==> config.mk <==
export PLATFORM = sky130hd
export DESIGN_NAME = backend_load_balance_select_core
export DESIGN_NICKNAME = d
export VERILOG_FILES = /design/src/lbsel_pkg.sv /design/src/backend_load_balance_select_core.sv /design/src/lbsel_ctrl.sv /design/src/lbsel_dpath.sv
export SDC_FILE = /design/constraint.sdc
export NUM_CORES = 1
export LEC_CHECK = 0
export ABC_AREA = 1
export ABC_CLOCK_PERIOD_IN_PS = 10500
export BUFFER_PORTS_ARGS = -buffer_cell sky130_fd_sc_hd__buf_4
export CORE_ASPECT_RATIO = 1.5
export CORE_MARGIN = 2
export CORE_UTILIZATION = 47
export CTS_BUF_LIST = sky130_fd_sc_hd__clkbuf_2
export CTS_CLUSTER_DIAMETER = 40
export DETAILED_ROUTE_END_ITERATION = 10
export PLACE_DENSITY_LB_ADDON = 0.2
export RECOVER_POWER = 100
export SETUP_SLACK_MARGIN = 0.2
export SLEW_MARGIN = 40
export SYNTH_ARGS = -nofsm -noshare
export SYNTH_HDL_FRONTEND = slang
export SYNTH_SLANG_ARGS = --single-unit
export TNS_END_PERCENT = 50
==> constraint.sdc <==
create_clock -name clock -period 10.5 [get_ports clock]
set_input_delay 1.05 -clock clock [delete_from_list [all_inputs] [get_ports clock]]
set_output_delay 1.05 -clock clock [all_outputs]
set_load 0.005 [all_outputs]
==> src/lbsel_pkg.sv <==
// ----------------------------------------------------------------------------
// lbsel_pkg
// Shared types and codes for the backend load-balance selector: item layouts,
// register indexes, balance modes and the controller/datapath interface.
// ----------------------------------------------------------------------------
`default_nettype none

package lbsel_pkg;

   // Item commands
   localparam logic CMD_SELECT = 1'b0;
   localparam logic CMD_UPDATE = 1'b1;

   // Configuration port
   localparam int CSR_IDX_W  = 2;
   localparam int CSR_DATA_W = 5;
   localparam logic [CSR_IDX_W-1:0] CSR_BALANCE_MODE = 2'd0;
   localparam logic [CSR_IDX_W-1:0] CSR_ENTRY_COUNT  = 2'd1;

   // Balance modes; the remaining codes are unsupported
   localparam int MODE_W = 3;
   localparam logic [MODE_W-1:0] MODE_LOWEST_RTT  = 3'd0;
   localparam logic [MODE_W-1:0] MODE_MOST_IDLE   = 3'd1;
   localparam logic [MODE_W-1:0] MODE_ROUND_ROBIN = 3'd2;
   localparam logic [MODE_W-1:0] MODE_FIRST_IDLE  = 3'd3;

   localparam int COUNT_W        = 5;
   localparam int INDEX_W        = 4;
   localparam int IDLE_W         = 16;
   localparam int RTT_IN_W       = 32;
   localparam int RR_MIN_ENTRIES = 2;

   typedef struct packed {
      logic                cmd;
      logic [INDEX_W-1:0]  entry_index;
      logic [IDLE_W-1:0]   idle_value;
      logic [RTT_IN_W-1:0] rtt_value;
   } req_type;

   typedef struct packed {
      logic               found;
      logic [INDEX_W-1:0] chosen_index;
   } rsp_type;

   // Controller to datapath commands
   typedef struct packed {
      logic tbl_write;
      logic sel_start;
      logic scan_step;
      logic rsp_load;
   } dp_cmd_type;

   // Datapath to controller status
   typedef struct packed {
      logic needs_scan;
      logic scan_last;
      logic rsp_free;
   } dp_status_type;

endpackage

`default_nettype wire

==> src/backend_load_balance_select_core.sv <==
// ----------------------------------------------------------------------------
// backend_load_balance_select_core
// Backend selector: keeps idle counts and round-trip times per backend and
// answers each select item with one backend index by the configured mode.
// ----------------------------------------------------------------------------
//  port group | direction | handshake            | content
//  req_*      | in        | req_valid/req_ready  | req_type: cmd, entry, idle, rtt
//  rsp_*      | out       | rsp_valid/rsp_ready  | rsp_type: found, chosen_index
//  csr_*      | in        | csr_we, no wait      | balance_mode, entry_count
//
//  An update writes the table directly. A select in lowest-rtt, most-idle or
//  first-idle mode scans n entries, n being the saturated entry count, the
//  scan reading one table entry per cycle; other selects skip the scan.
//  Synchronous reset clears the tables, round-robin state and registers,
//  bar best value and rsp data; req_ready rises the cycle after reset drops.
//  A result held in the output register stalls only the next select's emit
//  step; the scan itself runs on.
// ----------------------------------------------------------------------------
`default_nettype none

module backend_load_balance_select_core #(
   parameter int MAX_ENTRIES = 16,
   parameter int RTT_BITS    = 32
) (
   input  logic                             clock,
   input  logic                             reset,
   input  logic                             req_valid,
   output logic                             req_ready,
   input  lbsel_pkg::req_type               req_data,
   output logic                             rsp_valid,
   input  logic                             rsp_ready,
   output lbsel_pkg::rsp_type               rsp_data,
   input  logic                             csr_we,
   input  logic [lbsel_pkg::CSR_IDX_W-1:0]  csr_index,
   input  logic [lbsel_pkg::CSR_DATA_W-1:0] csr_wdata
);
   import lbsel_pkg::*;

   dp_cmd_type    dp_cmd;
   dp_status_type dp_status;

   lbsel_ctrl u_ctrl (
      .clock     (clock),
      .reset     (reset),
      .req_valid (req_valid),
      .req_cmd   (req_data.cmd),
      .req_ready (req_ready),
      .status    (dp_status),
      .cmd       (dp_cmd)
   );

   lbsel_dpath #(
      .MAX_ENTRIES (MAX_ENTRIES),
      .RTT_BITS    (RTT_BITS)
   ) u_dpath (
      .clock     (clock),
      .reset     (reset),
      .csr_we    (csr_we),
      .csr_index (csr_index),
      .csr_wdata (csr_wdata),
      .req_data  (req_data),
      .cmd       (dp_cmd),
      .status    (dp_status),
      .rsp_valid (rsp_valid),
      .rsp_ready (rsp_ready),
      .rsp_data  (rsp_data)
   );

endmodule

`default_nettype wire

==> src/lbsel_ctrl.sv <==
// ----------------------------------------------------------------------------
// lbsel_ctrl
// Controller for the selector: accepts items, sequences the table scan and
// hands each selection result to the output register.
// ----------------------------------------------------------------------------
`default_nettype none

module lbsel_ctrl (
   input  logic                   clock,
   input  logic                   reset,
   input  logic                   req_valid,
   input  logic                   req_cmd,
   output logic                   req_ready,
   input  lbsel_pkg::dp_status_type status,
   output lbsel_pkg::dp_cmd_type    cmd
);
   import lbsel_pkg::*;

   typedef enum logic [1:0] {
      S_IDLE,
      S_SCAN,
      S_EMIT
   } state_type;

   state_type state_ff, state_in;
   logic      ready_ff;

   // Decide next state and datapath commands
   always_comb begin
      state_in = state_ff;
      cmd      = '0;
      case (state_ff)
         S_IDLE: begin
            if (req_valid && ready_ff) begin
               if (req_cmd == CMD_UPDATE) begin
                  cmd.tbl_write = 1'b1;
               end else begin
                  cmd.sel_start = 1'b1;
                  state_in      = status.needs_scan ? S_SCAN : S_EMIT;
               end
            end
         end
         S_SCAN: begin
            cmd.scan_step = 1'b1;
            if (status.scan_last) begin
               state_in = S_EMIT;
            end
         end
         S_EMIT: begin
            if (status.rsp_free) begin
               cmd.rsp_load = 1'b1;
               state_in     = S_IDLE;
            end
         end
         default: begin
            state_in = S_IDLE;
         end
      endcase
   end

   // Hold state and the registered ready
   always_ff @(posedge clock) begin
      if (reset) begin
         state_ff <= S_IDLE;
         ready_ff <= 1'b0;
      end else begin
         state_ff <= state_in;
         ready_ff <= (state_in == S_IDLE);
      end
   end

   assign req_ready = ready_ff;

endmodule

`default_nettype wire

==> src/lbsel_dpath.sv <==
// ----------------------------------------------------------------------------
// lbsel_dpath
// Datapath for the selector: configuration registers, backend tables,
// round-robin state, the scan unit and the output register.
// ----------------------------------------------------------------------------
`default_nettype none

module lbsel_dpath #(
   parameter int MAX_ENTRIES = 16,
   parameter int RTT_BITS    = 32
) (
   input  logic                                 clock,
   input  logic                                 reset,
   input  logic                                 csr_we,
   input  logic [lbsel_pkg::CSR_IDX_W-1:0]      csr_index,
   input  logic [lbsel_pkg::CSR_DATA_W-1:0]     csr_wdata,
   input  lbsel_pkg::req_type                   req_data,
   input  lbsel_pkg::dp_cmd_type                cmd,
   output lbsel_pkg::dp_status_type             status,
   output logic                                 rsp_valid,
   input  logic                                 rsp_ready,
   output lbsel_pkg::rsp_type                   rsp_data
);
   import lbsel_pkg::*;

   // Entries past min(MAX_ENTRIES, 16) cannot be written and read as zero
   localparam int TBL_DEPTH = (MAX_ENTRIES < 16) ? MAX_ENTRIES : 16;
   localparam int TBL_AW    = $clog2(TBL_DEPTH);
   // Largest count a selection can see after saturation
   localparam int SCAN_MAX  = (MAX_ENTRIES < 31) ? MAX_ENTRIES : 31;
   localparam int CNT_W     = $clog2(SCAN_MAX);
   localparam int N_W       = $clog2(SCAN_MAX + 1);
   localparam int VAL_W     = (RTT_BITS > IDLE_W) ? RTT_BITS : IDLE_W;

   logic [MODE_W-1:0]   mode_ff;
   logic [COUNT_W-1:0]  count_ff;
   logic [IDLE_W-1:0]   idle_tbl_ff [TBL_DEPTH];
   logic [RTT_BITS-1:0] rtt_tbl_ff  [TBL_DEPTH];
   logic [CNT_W-1:0]    rr_last_ff;
   logic                rr_has_ff;

   logic [MODE_W-1:0]   sel_mode_ff;
   logic [N_W-1:0]      n_ff;
   logic [CNT_W-1:0]    i_ff;
   logic [CNT_W-1:0]    res_idx_ff,   res_idx_in;
   logic                res_found_ff, res_found_in;
   logic [VAL_W-1:0]    best_val_ff,  best_val_in;
   logic                hit_ff,       hit_in;

   logic                rsp_valid_ff;
   logic                rsp_found_ff;
   logic [INDEX_W-1:0]  rsp_idx_ff;

   logic [N_W-1:0]      n_now;
   logic                wr_ok;
   logic [TBL_AW-1:0]   wr_addr;
   logic [RTT_BITS-1:0] wr_rtt_in;
   logic                rd_in_tbl;
   logic [IDLE_W-1:0]   rd_idle;
   logic [RTT_BITS-1:0] rd_rtt;
   logic [VAL_W-1:0]    rd_idle_ext;
   logic [VAL_W-1:0]    rd_rtt_ext;
   logic [N_W-1:0]      rr_cand;
   logic [CNT_W-1:0]    rr_pick;
   logic                rr_advance;
   logic                imm_found;
   logic [CNT_W-1:0]    imm_idx;

   // Configuration registers
   always_ff @(posedge clock) begin
      if (reset) begin
         mode_ff  <= MODE_LOWEST_RTT;
         count_ff <= '0;
      end else if (csr_we) begin
         case (csr_index)
            CSR_BALANCE_MODE: mode_ff  <= csr_wdata[MODE_W-1:0];
            CSR_ENTRY_COUNT:  count_ff <= csr_wdata[COUNT_W-1:0];
            default: ;
         endcase
      end
   end

   // Saturate the entry count to MAX_ENTRIES
   assign n_now = (32'(count_ff) > MAX_ENTRIES) ? N_W'(MAX_ENTRIES) : N_W'(count_ff);

   // Table write port
   assign wr_ok     = (32'(req_data.entry_index) < MAX_ENTRIES);
   assign wr_addr   = req_data.entry_index[TBL_AW-1:0];
   assign wr_rtt_in = RTT_BITS'(req_data.rtt_value);

   always_ff @(posedge clock) begin
      if (reset) begin
         for (int k = 0; k < TBL_DEPTH; k++) begin
            idle_tbl_ff[k] <= '0;
            rtt_tbl_ff[k]  <= '0;
         end
      end else if (cmd.tbl_write && wr_ok) begin
         idle_tbl_ff[wr_addr] <= req_data.idle_value;
         rtt_tbl_ff[wr_addr]  <= wr_rtt_in;
      end
   end

   // Table read at the scan index; entries past the table read as zero
   assign rd_in_tbl   = (32'(i_ff) < TBL_DEPTH);
   assign rd_idle     = rd_in_tbl ? idle_tbl_ff[i_ff[TBL_AW-1:0]] : '0;
   assign rd_rtt      = rd_in_tbl ? rtt_tbl_ff[i_ff[TBL_AW-1:0]]  : '0;
   assign rd_idle_ext = VAL_W'(rd_idle);
   assign rd_rtt_ext  = VAL_W'(rd_rtt);

   // Round-robin candidate: next after the last pick, wrapping at the count
   always_comb begin
      rr_cand = rr_has_ff ? (N_W'(rr_last_ff) + N_W'(1)) : '0;
      if (rr_cand >= n_now) begin
         rr_cand = '0;
      end
      rr_pick = CNT_W'(rr_cand);
   end

   // Result known at the start: empty table, unsupported mode, round robin
   always_comb begin
      imm_found  = 1'b0;
      imm_idx    = '0;
      rr_advance = 1'b0;
      if (n_now != '0) begin
         case (mode_ff)
            MODE_LOWEST_RTT, MODE_MOST_IDLE, MODE_FIRST_IDLE: begin
               imm_found = 1'b1;
            end
            MODE_ROUND_ROBIN: begin
               imm_found = 1'b1;
               if (32'(n_now) >= RR_MIN_ENTRIES) begin
                  imm_idx    = rr_pick;
                  rr_advance = 1'b1;
               end
            end
            default: ;
         endcase
      end
   end

   // Round-robin state
   always_ff @(posedge clock) begin
      if (reset) begin
         rr_last_ff <= '0;
         rr_has_ff  <= 1'b0;
      end else if (cmd.sel_start && rr_advance) begin
         rr_last_ff <= rr_pick;
         rr_has_ff  <= 1'b1;
      end
   end

   // Start loads the immediate result; each scan step checks one entry vs best
   always_comb begin
      res_idx_in   = res_idx_ff;
      res_found_in = res_found_ff;
      best_val_in  = best_val_ff;
      hit_in       = hit_ff;
      if (cmd.sel_start) begin
         res_idx_in   = imm_idx;
         res_found_in = imm_found;
         hit_in       = 1'b0;
      end else if (cmd.scan_step) begin
         if (i_ff == '0) begin
            res_idx_in  = '0;
            best_val_in = (sel_mode_ff == MODE_LOWEST_RTT) ? rd_rtt_ext : rd_idle_ext;
            hit_in      = (rd_idle != '0);
         end else begin
            case (sel_mode_ff)
               MODE_LOWEST_RTT: begin
                  if (rd_rtt_ext < best_val_ff) begin
                     res_idx_in  = i_ff;
                     best_val_in = rd_rtt_ext;
                  end
               end
               MODE_MOST_IDLE: begin
                  if (rd_idle_ext > best_val_ff) begin
                     res_idx_in  = i_ff;
                     best_val_in = rd_idle_ext;
                  end
               end
               MODE_FIRST_IDLE: begin
                  if (!hit_ff && (rd_idle != '0)) begin
                     res_idx_in = i_ff;
                     hit_in     = 1'b1;
                  end
               end
               default: ;
            endcase
         end
      end
   end

   // Selection registers
   always_ff @(posedge clock) begin
      if (reset) begin
         i_ff         <= '0;
         n_ff         <= '0;
         sel_mode_ff  <= MODE_LOWEST_RTT;
         res_found_ff <= 1'b0;
         res_idx_ff   <= '0;
         hit_ff       <= 1'b0;
      end else begin
         if (cmd.sel_start) begin
            i_ff        <= '0;
            n_ff        <= n_now;
            sel_mode_ff <= mode_ff;
         end else if (cmd.scan_step) begin
            i_ff <= i_ff + CNT_W'(1);
         end
         res_found_ff <= res_found_in;
         res_idx_ff   <= res_idx_in;
         hit_ff       <= hit_in;
      end
   end

   always_ff @(posedge clock) begin
      best_val_ff <= best_val_in;
   end

   // Output register: load a result, drop it once taken
   always_ff @(posedge clock) begin
      if (reset) begin
         rsp_valid_ff <= 1'b0;
      end else if (cmd.rsp_load) begin
         rsp_valid_ff <= 1'b1;
      end else if (rsp_ready) begin
         rsp_valid_ff <= 1'b0;
      end
   end

   always_ff @(posedge clock) begin
      if (cmd.rsp_load) begin
         rsp_found_ff <= res_found_ff;
         rsp_idx_ff   <= res_found_ff ? INDEX_W'(res_idx_ff) : '0;
      end
   end

   assign rsp_valid             = rsp_valid_ff;
   assign rsp_data.found        = rsp_found_ff;
   assign rsp_data.chosen_index = rsp_idx_ff;

   // Status towards the controller
   always_comb begin
      status            = '0;
      status.needs_scan = (n_now != '0) &&
                          (mode_ff inside {MODE_LOWEST_RTT, MODE_MOST_IDLE, MODE_FIRST_IDLE});
      status.scan_last  = ((N_W'(i_ff) + N_W'(1)) == n_ff);
      status.rsp_free   = !rsp_valid_ff || rsp_ready;
   end

endmodule

`default_nettype wire

* Word-level counts from Yosys, hierarchy flattened
Memories as Yosys holds them, arrays and structs flattened. A register that Yosys moved wholly into a read port is not among the register bits. Index checks and enable logic that the tools add are counted.
Storage, ports and cells: register bits after elaboration 72, bits in writable memories 768, bits of input ports 65, output and inout port bits 7, logic and storage cells 128, memories 2
Memory list:
- u_dpath.rtt_tbl_ff | words 16, bits a word 32, read ports 1, clocked after memory_dff 1, write ports 16, line lbsel_dpath.sv:38 | logic [RTT_BITS-1:0] rtt_tbl_ff [TBL_DEPTH];
- u_dpath.idle_tbl_ff | words 16, bits a word 16, read ports 1, clocked after memory_dff 1, write ports 16, line lbsel_dpath.sv:37 | logic [IDLE_W-1:0] idle_tbl_ff [TBL_DEPTH];
Operators by class: add/subtract/negate cells 3, magnitude comparators 5, eq/ne operators 14, multiplexer cells 56, bitwise gates (word level) 1, reductions and logical operators 31
Operators by type and width (count):
- $mux 32 | 5
- $mux 4 | 16
- $pmux 32 s2 | 1
- $gt 16x32->1 | 1
- $lt 32x32->1 | 1
- $reduce_or 32->1 | 1
- $mux 1 | 22
- $mux 16 | 1
- $reduce_bool 16->1 | 1
- $reduce_or 16->1 | 1
- $mux 2 | 7
- $pmux 4 s3 | 1
- $add 4x1->5 const B | 2
- $mux 5 | 2
- $reduce_and 5->1 | 2
- $reduce_bool 5->1 | 2
- $eq 3x2->1 const B | 3
- $ne 4x1->1 const B | 2
- $reduce_bool 2->1 | 4
- $eq 3x1->1 const B | 2
- $logic_not 2->1 | 3
- $logic_not 3->1 | 2
- $pmux 2 s3 | 1
- $reduce_bool 3->1 | 2
- other kinds (19) | 25

* Longest topological paths before layout
Gate-level depths: netlist of run 1.
word-level depth 9, gate-level depth with buffers 26, gate-level depth less buffers 22

* Hierarchy
Synthesis of run 1 repeated with hierarchy kept, for this count alone.
Unflattened totals: cells, all modules 3640, area total of the unflattened synthesis 38249.2 um^2
By module, submodules not included:
- lbsel_dpath | times used 1, cells an instance 3611, area each 38074.0 um^2, sequential area each 24893.9 um^2
- lbsel_ctrl | times used 1, cells an instance 29, area each 175.2 um^2, sequential area each 60.1 um^2

* Worst setup path before layout of run 1
Ideal clock, no wire load.
kind flip-flop to flip-flop, start reg (tool-made name), end reg u_dpath.best_val_ff[0], enable pin, library setup time 0.421 ns, arrival 4.295 ns, data required time 10.079 ns, slack 5.784 ns, cell stages (with the launch flop) 24, path buffers 6, period minus slack after synthesis 4.716 ns, path through dfxtp_1 buf_6 inv_4 buf_6 buf_4 buf_2 buf_2 clkbuf_1 nor2_1 o221ai_1 nand3_1 nand2_1 ha_1 a21oi_1 o21ai_0 nand3_1 a21oi_1 a211oi_1 nor2_1 a211oi_1 nand2_1 nand2_1 nand3_1 nor2_1
RTL lines:
- to (signal assigned) | line lbsel_dpath.sv:217 | best_val_ff <= best_val_in;
- to (decl) | line lbsel_dpath.sv:47 | logic [VAL_W-1:0] best_val_ff, best_val_in;

==> results_dict.tcl, run 1 <==
set metrics [dict create \
    status "finished, violations left" \
    violations "capacitance limit, slew limit" \
    critPathKind "primary input to flip-flop" \
    clk_pin_slew_ps 100 \
    die_x_microns 236.3 \
    fin_ws_ps 2609 \
    wire_per_inst_microns 24.14 \
    rows 127 \
    yosysUniqueCellTypes 43 \
    h-tree-depth 4 \
    clkLatencyLatePin_ps 1510 \
    crit_top_cell "clkbuf_1" \
    async_flop_share 0 \
    ys_ff_latch 844 \
    overflow 0 \
    drive_gt1_frac 0.1136 \
    worstPathRequired_ps 11580 \
    stdcell_count 4874 \
    post-place-cells 4476 \
    worstMarginPinSlew_ps 4057 \
    grt_max_degree 219 \
    finalCritPeriodShare 0.7515 \
    syn_inst 3636 \
    drt_iter0_drc 2746 \
    synth_top_area_share 0.6352 \
    path_cells "dlygate4sd3_1 > clkbuf_1 > clkinv_1 > clkbuf_1 > nand3_1 > nor2_1 > nand2_8 > nand2_1 > buf_4" \
    numCtsBuffers 191 \
    fp.coreArea_sq_um 80090 \
    fin_worst_skew_ps 80.46 \
    die_h_microns 352.5 \
    root_buffer "clkbuf_2" \
    yosys.area.top_type "edfxtp_1" \
    die_area_sq_um 83310 \
    routabilityCongestion 0.8294 \
    cts_setup_buffers 0 \
    ant_nets 0 \
    slew_viol_final 138 \
    initial_core_util 0.4752 \
    synthFlopType "edfxtp_1" \
    ios 72 \
    syn_area_per_cell_sq_um 10.47 \
    grt_pass1_wl_microns 174700 \
    finalSetupTns_ps 0 \
    clockBufferDepth 3 \
    synth.area.mux_share 0 \
    hp-class "primary input to flip-flop" \
    r2r_setup_slack_ps 3180 \
    synth-simple-area-share 0.1539 \
    antenna_found_initial 2 \
    syn_area_sq_um 38060 \
    synth-adder-area-share 0.01808 \
    synth_top_family_by_area "simple AND/OR/NAND/NOR gates" \
    cp_slowest_cell "clkbuf_1" \
    fin_nets 3825 \
    power_density_nw_per_um2 150.5 \
    hold_violations 0 \
    grt_setup_unrepaired "false" \
    portBuffers 71 \
    period_needed_ps 7891 \
    vias_per_cell 5.893 \
    cp-end-kind "flip-flop" \
    max_slew_margin -1.705 \
    route.vias.total 28720 \
    critPathMaxStageDelay_ps 2300 \
    cts.sinks 844 \
    synth_edf_count 805 \
    cp-start-kind "primary input" \
    irDropWorstVdd_mv 0.09278 \
    synth_xor_area_frac 0.001151 \
    first_global_vias 28540 \
    fmax_ghz 0.1267 \
    netlist_top_cells_area "edfxtp_1 (64%), nor2_1 (12%), o21ai_0 (5.0%), o221ai_1 (2.4%), clkbuf_1 (2.2%)" \
    synth_compound_area_frac 0.1185 \
    final-setup-viol-count 0 \
    hpwl_microns 56970 \
    cp.arrival_ps 8970 \
    synth_nets 3756 \
    cap_violations 5 \
    yosysSeqAreaShare 0.6557 \
    grt_usage 0.2817 \
    syn_to_final_growth_pct 9.215 \
    cts_resized 0 \
    cp_max_fo 49 \
    cts_tree "done" \
    drc 0 \
    dr.pass1.iters 6 \
    p_leak_nw 16.09 \
    ys_warn_count 0 \
    pre_cts_ws_ps 4927 \
    holdWs_ps 170.6 \
    routed_wl_microns 117700 \
]
layout make-up:
cell class / instances / area [sq um]
diodes: 4 / 10.01
clock buffers: 272 / 1361
clock inverters: 54 / 251.5
fillers: 7204 / 38520
inverters: 179 / 703.2
multi-input cells: 2316 / 11460
flip-flops and latches: 844 / 24970
well taps: 1032 / 1291
repair buffers: 173 / 1523
per-layer routing:
layer | global-route usage | vias to the layer above | part of all wire
met1 | 0.3437 | 14100 | 0.39
li1 | - | 12900 | -
met4 | 0.1322 | 0 | 0.045
met3 | 0.04978 | 345 | 0.076
met2 | 0.4846 | 1376 | 0.49
met5 | 0 | - | 0
sequential cells by signal (all words and copies together), names as in the netlist, named ones only:
register	count
u_dpath.n_ff	5
u_dpath.rsp_found_ff	1
u_dpath.best_val_ff	32
u_ctrl.req_ready	1
u_dpath.rsp_idx_ff	4
u_dpath.rr_last_ff	4
u_dpath.rsp_valid	1
u_dpath.i_ff	4
u_dpath.count_ff	5
u_dpath.hit_ff	1
u_dpath.rr_has_ff	1
u_dpath.res_idx_ff	4
u_dpath.sel_mode_ff	3
u_ctrl.state_ff	2
u_dpath.mode_ff	3
u_dpath.rtt_tbl_ff	512
u_dpath.res_found_ff	1
u_dpath.idle_tbl_ff	256
stage by stage:
step	cell area (sq um)	power, W	util
2_1_floorplan	38060	0.004117	-
5_1_grt	41560	0.006464	0.5190
4_1_cts	41690	0.006280	0.5205
3_3_place_gp	39080	0.004270	0.4879
3_5_place_dp	39400	0.004281	0.4919
6_report	41560	0.006255	0.5190
power breakdown:
group / switching, W / internal (W)
Clock: 0.00131 / 0.000717
Sequential: 0.0000340 / 0.00380
Combinational: 0.000292 / 0.0000988
cell families (layout without fill, tap and decap cells):
family	Yosys count	in the layout
buffers and inverters	476	678
XOR/XNOR	5	5
AND/OR/NAND/NOR	1514	1514
adder cells (fa/ha/maj)	55	55
other	0	4
flip-flops	844	844
AO/OA/AOI/OAI	742	742
critical path: cells and delay by family:
kind,cells,cell delay [ps]
buffers and inverters,5,3920
AND/OR/NAND/NOR,4,3910
cell usage after synthesis (2+ instances only):
cell type  instances
xor2_1             3
nand4_1            9
o31ai_1            3
ha_1              55
buf_12             2
dfxtp_1           39
clkbuf_1         228
o221ai_2           5
o211ai_1          74
buf_4             13
o211ai_2           7
a31oi_1            2
nand2_1          191
inv_1            170
o21ai_0          384
o22ai_1           53
buf_8              4
nor4_1             4
nor3_1             8
buf_1             15
o21ai_1           35
xnor2_1            2
a21oi_1           62
buf_6              7
a211oi_1           5
o21bai_1           2
inv_2              6
buf_2             28
nand3_1           91
edfxtp_1         805
nor2_1          1209
o221ai_1         104
layout by cell type (no fill, tap or decap), drive strengths merged, types with 5 or more instances in the layout:
cell type	netlist	final
a211oi	5	5
a21oi	63	63
buf	69	88
clkbuf	228	289
clkinv	2	48
dfxtp	39	39
dlygate4sd3	0	68
edfxtp	805	805
ha	55	55
inv	177	180
nand2	191	191
nand3	92	92
nand4	9	9
nor2	1210	1210
nor3	8	8
o211ai	81	81
o21ai	419	419
o221ai	109	109
o22ai	53	53
path summary, 6_finish.rpt:
| check | start | end | cells past startpoint |
|---|---|---|---|
| worst max-delay path | reset | u_dpath.rtt_tbl_ff[2][8] | 9 |
| worst min-delay path | req_data[0] | u_dpath.rtt_tbl_ff[13][0] | 3 |
| worst max register to register | flip-flop | u_dpath.best_val_ff[21] | 19 |
| worst min register to register | u_dpath.n_ff[0] | u_dpath.n_ff[0] | 2 |
what timing repair did:
action                                 CTS  global route
endpoints found under the hold margin  487             0
hold buffers                            68             0
setup endpoints to repair                0             0
Note: power is estimated with default switching activity, not from simulation.
==> inputs of run 2 (changes only) <==
--- a/config.mk
+++ b/config.mk
@@ -6,7 +6,7 @@
 export NUM_CORES = 1
 export LEC_CHECK = 0
 export ABC_AREA = 1
-export ABC_CLOCK_PERIOD_IN_PS = 10500
+export ABC_CLOCK_PERIOD_IN_PS = 7350
 export BUFFER_PORTS_ARGS = -buffer_cell sky130_fd_sc_hd__buf_4
 export CORE_ASPECT_RATIO = 1.5
 export CORE_MARGIN = 2
==> constraint.sdc (replaced) <==
create_clock -name clock -period 7.35 [get_ports clock]
set_input_delay 0.735 -clock clock [delete_from_list [all_inputs] [get_ports clock]]
set_output_delay 0.735 -clock clock [all_outputs]
set_load 0.005 [all_outputs]
==> run 2 against run 1 <==
Compared with the run above: the flow still finishes with violations (capacitance limit, slew limit); die area did not move; sequential share of layout area fell by 0.34 points; global-route usage rose by 0.64 points.
==> results_dict.tcl, run 2 (same netlist as run 1, synthesis figures left out) <==
set metrics [dict create \
    path_buf_inv 5 \
    portBuffers 71 \
    hp-class "primary input to flip-flop" \
    fmax_ghz 0.1654 \
    power_density_nw_per_um2 218.7 \
    cts_tree "done" \
    critPathKind "primary input to flip-flop" \
    drive_gt1_frac 0.1148 \
    status "finished, violations left" \
    h-tree-depth 4 \
    die_h_microns 352.5 \
    cap_violations 12 \
    drc 0 \
    cts_resized 0 \
    final-setup-viol-count 0 \
    r2r_setup_slack_ps 1440 \
    reg_top3 "u_dpath.rtt_tbl_ff (512), u_dpath.idle_tbl_ff (256), u_dpath.best_val_ff (32)" \
    power_w 0.009141 \
    violations "capacitance limit, slew limit" \
    area.sequential_sq_um 24970 \
    cts_setup_buffers 0 \
    ant_nets 0 \
    clk_pin_slew_ps 110 \
    num-fill-cells 7235 \
    rr_worst_depth 9 \
    worstPathRequired_ps 8260 \
    path_depth 6 \
    overflow 0 \
    irDropWorstVdd_mv 0.1253 \
    fin_worst_skew_ps 79.86 \
    hpwl_microns 56600 \
    holdWs_ps 165.1 \
    cts.sinks 844 \
    cp-start-kind "primary input" \
    ios 72 \
    grt_usage 0.2882 \
    clkLatencyLatePin_ps 1480 \
    path_cells "dlygate4sd3_1 > clkbuf_1 > clkinv_1 > clkbuf_1 > nand2_4 > clkbuf_1" \
    wire_per_inst_microns 24.84 \
    worstMarginPinSlew_ps 4476 \
    grt_max_degree 157 \
    dr.pass1.iters 6 \
    finalSetupTns_ps 0 \
    routabilityCongestion 0.8348 \
    routed_wl_microns 121600 \
    clockBufferDepth 3 \
    grt_setup_unrepaired "false" \
    cp.arrival_ps 6950 \
    rows 127 \
    initial_core_util 0.4752 \
    layout_common_cells "nor2_1 (1205), edfxtp_1 (805), o21ai_0 (395)" \
    antenna_found_initial 4 \
    first_global_vias 28280 \
    top_register "u_dpath.rtt_tbl_ff" \
    critPathMaxStageDelay_ps 3040 \
    multi_input_area_sq_um 11460 \
    r2r-start "u_ctrl.state_ff[0]" \
    crit_top_cell "clkbuf_1" \
    syn_to_final_growth_pct 9.830 \
    min_from "req_data[51]" \
    drt_iter0_drc 3484 \
    p_leak_nw 16.24 \
    whs_endpoint "u_dpath.rtt_tbl_ff[6][17]" \
    cp_max_fo 32 \
    path_delay_family "buffers and inverters" \
    largest_reg_flops 512 \
    fin_nets 3834 \
    route.vias.total 29050 \
    cts_hold_buf 79 \
    fp.coreArea_sq_um 80090 \
    finalCritPeriodShare 0.8226 \
    final_common_cell "nor2_1" \
    hold_depth 4 \
    cp-end-kind "flip-flop" \
    cp_slowest_cell "clkbuf_1" \
    numCtsBuffers 190 \
    max_slew_margin -1.984 \
    period_needed_ps 6046 \
    hold_violations 0 \
    grt_pass1_wl_microns 177100 \
    die_area_sq_um 83310 \
    root_buffer "clkbuf_2" \
    slew_viol_final 538 \
    vias_per_cell 5.935 \
    r2r-end "u_dpath.idle_tbl_ff[12][9]" \
    die_x_microns 236.3 \
]
==> run 2: cell count changes in the layout (fill, tap and decap cells not counted), sizes merged, moves of 3 or more <==
cell,previous run,this run
clkbuf,289,302
dlygate4sd3,68,79
buf,88,82
bufinv,1,5
clkinvlp,4,1
inv,180,183
==> run 2: worst max-delay path by stage <==
| stage | startpoint | to | slack (ps) |
|---|---|---|---|
| after global placement | flip-flop | u_dpath.best_val_ff[16] | 2040 |
| after CTS | flip-flop | u_dpath.best_val_ff[27] | 2480 |
| final | reset | u_dpath.rtt_tbl_ff[8][2] | 1300 |
| after floorplan | flip-flop | u_dpath.best_val_ff[0] | 2630 |
| after detailed placement | flip-flop | u_dpath.best_val_ff[16] | 2540 |
| after global routing | u_ctrl.state_ff[0] | u_dpath.idle_tbl_ff[12][14] | 1170 |
==> run 2: worst reg2reg max path, cell delays in order (launching register included) <==
cell,delay (ps)
dfxtp_1,350
nor2_1,100
inv_1,50
nor2_1,80
nand3_1,490
nor3_1,470
clkbuf_1,170
clkbuf_1,120
nand2_1,1990
nand2_8,1680
==> run 2: area by class of cell <==
cell class / instances / share of cell area
sequential: 844 / 0.5973
clock inverter: 56 / 0.008381
inverter: 179 / 0.01649
tap: 1032 / 0.03089
multi-input combinational: 2316 / 0.2741
clock buffer: 280 / 0.03353
antenna: 5 / 0.0002993
timing repair buffer: 183 / 0.03906
==> run 2: stage by stage <==
step	utilization	instance area (sq um)	cells	worst slack, ps
2_1_floorplan	-	38060	3636	2634
3_3_place_gp	0.4887	39140	4470	2043
3_5_place_dp	0.4926	39450	4475	2536
4_1_cts	0.5244	42000	4890	2479
5_1_grt	0.5219	41800	4895	1166
6_report	0.5219	41800	4895	1304
==> run 2: layer usage <==
layer | part of all wire | global-route usage | vias up | wire length (microns)
met5 | 0 | 0 | - | 0
met2 | 0.49 | 0.4908 | 1568 | 59710
met4 | 0.039 | 0.1253 | 0 | 4802
li1 | - | - | 12940 | -
met3 | 0.089 | 0.04955 | 296 | 10800
met1 | 0.38 | 0.3610 | 14250 | 46280
==> run 2: power by group <==
| part | switching, W | internal, W | leakage (nW) |
|---|---|---|---|
| Sequential | 0.0000498 | 0.00543 | 8.43 |
| Clock | 0.00190 | 0.00119 | 1.35 |
| Combinational | 0.000424 | 0.000146 | 6.47 |
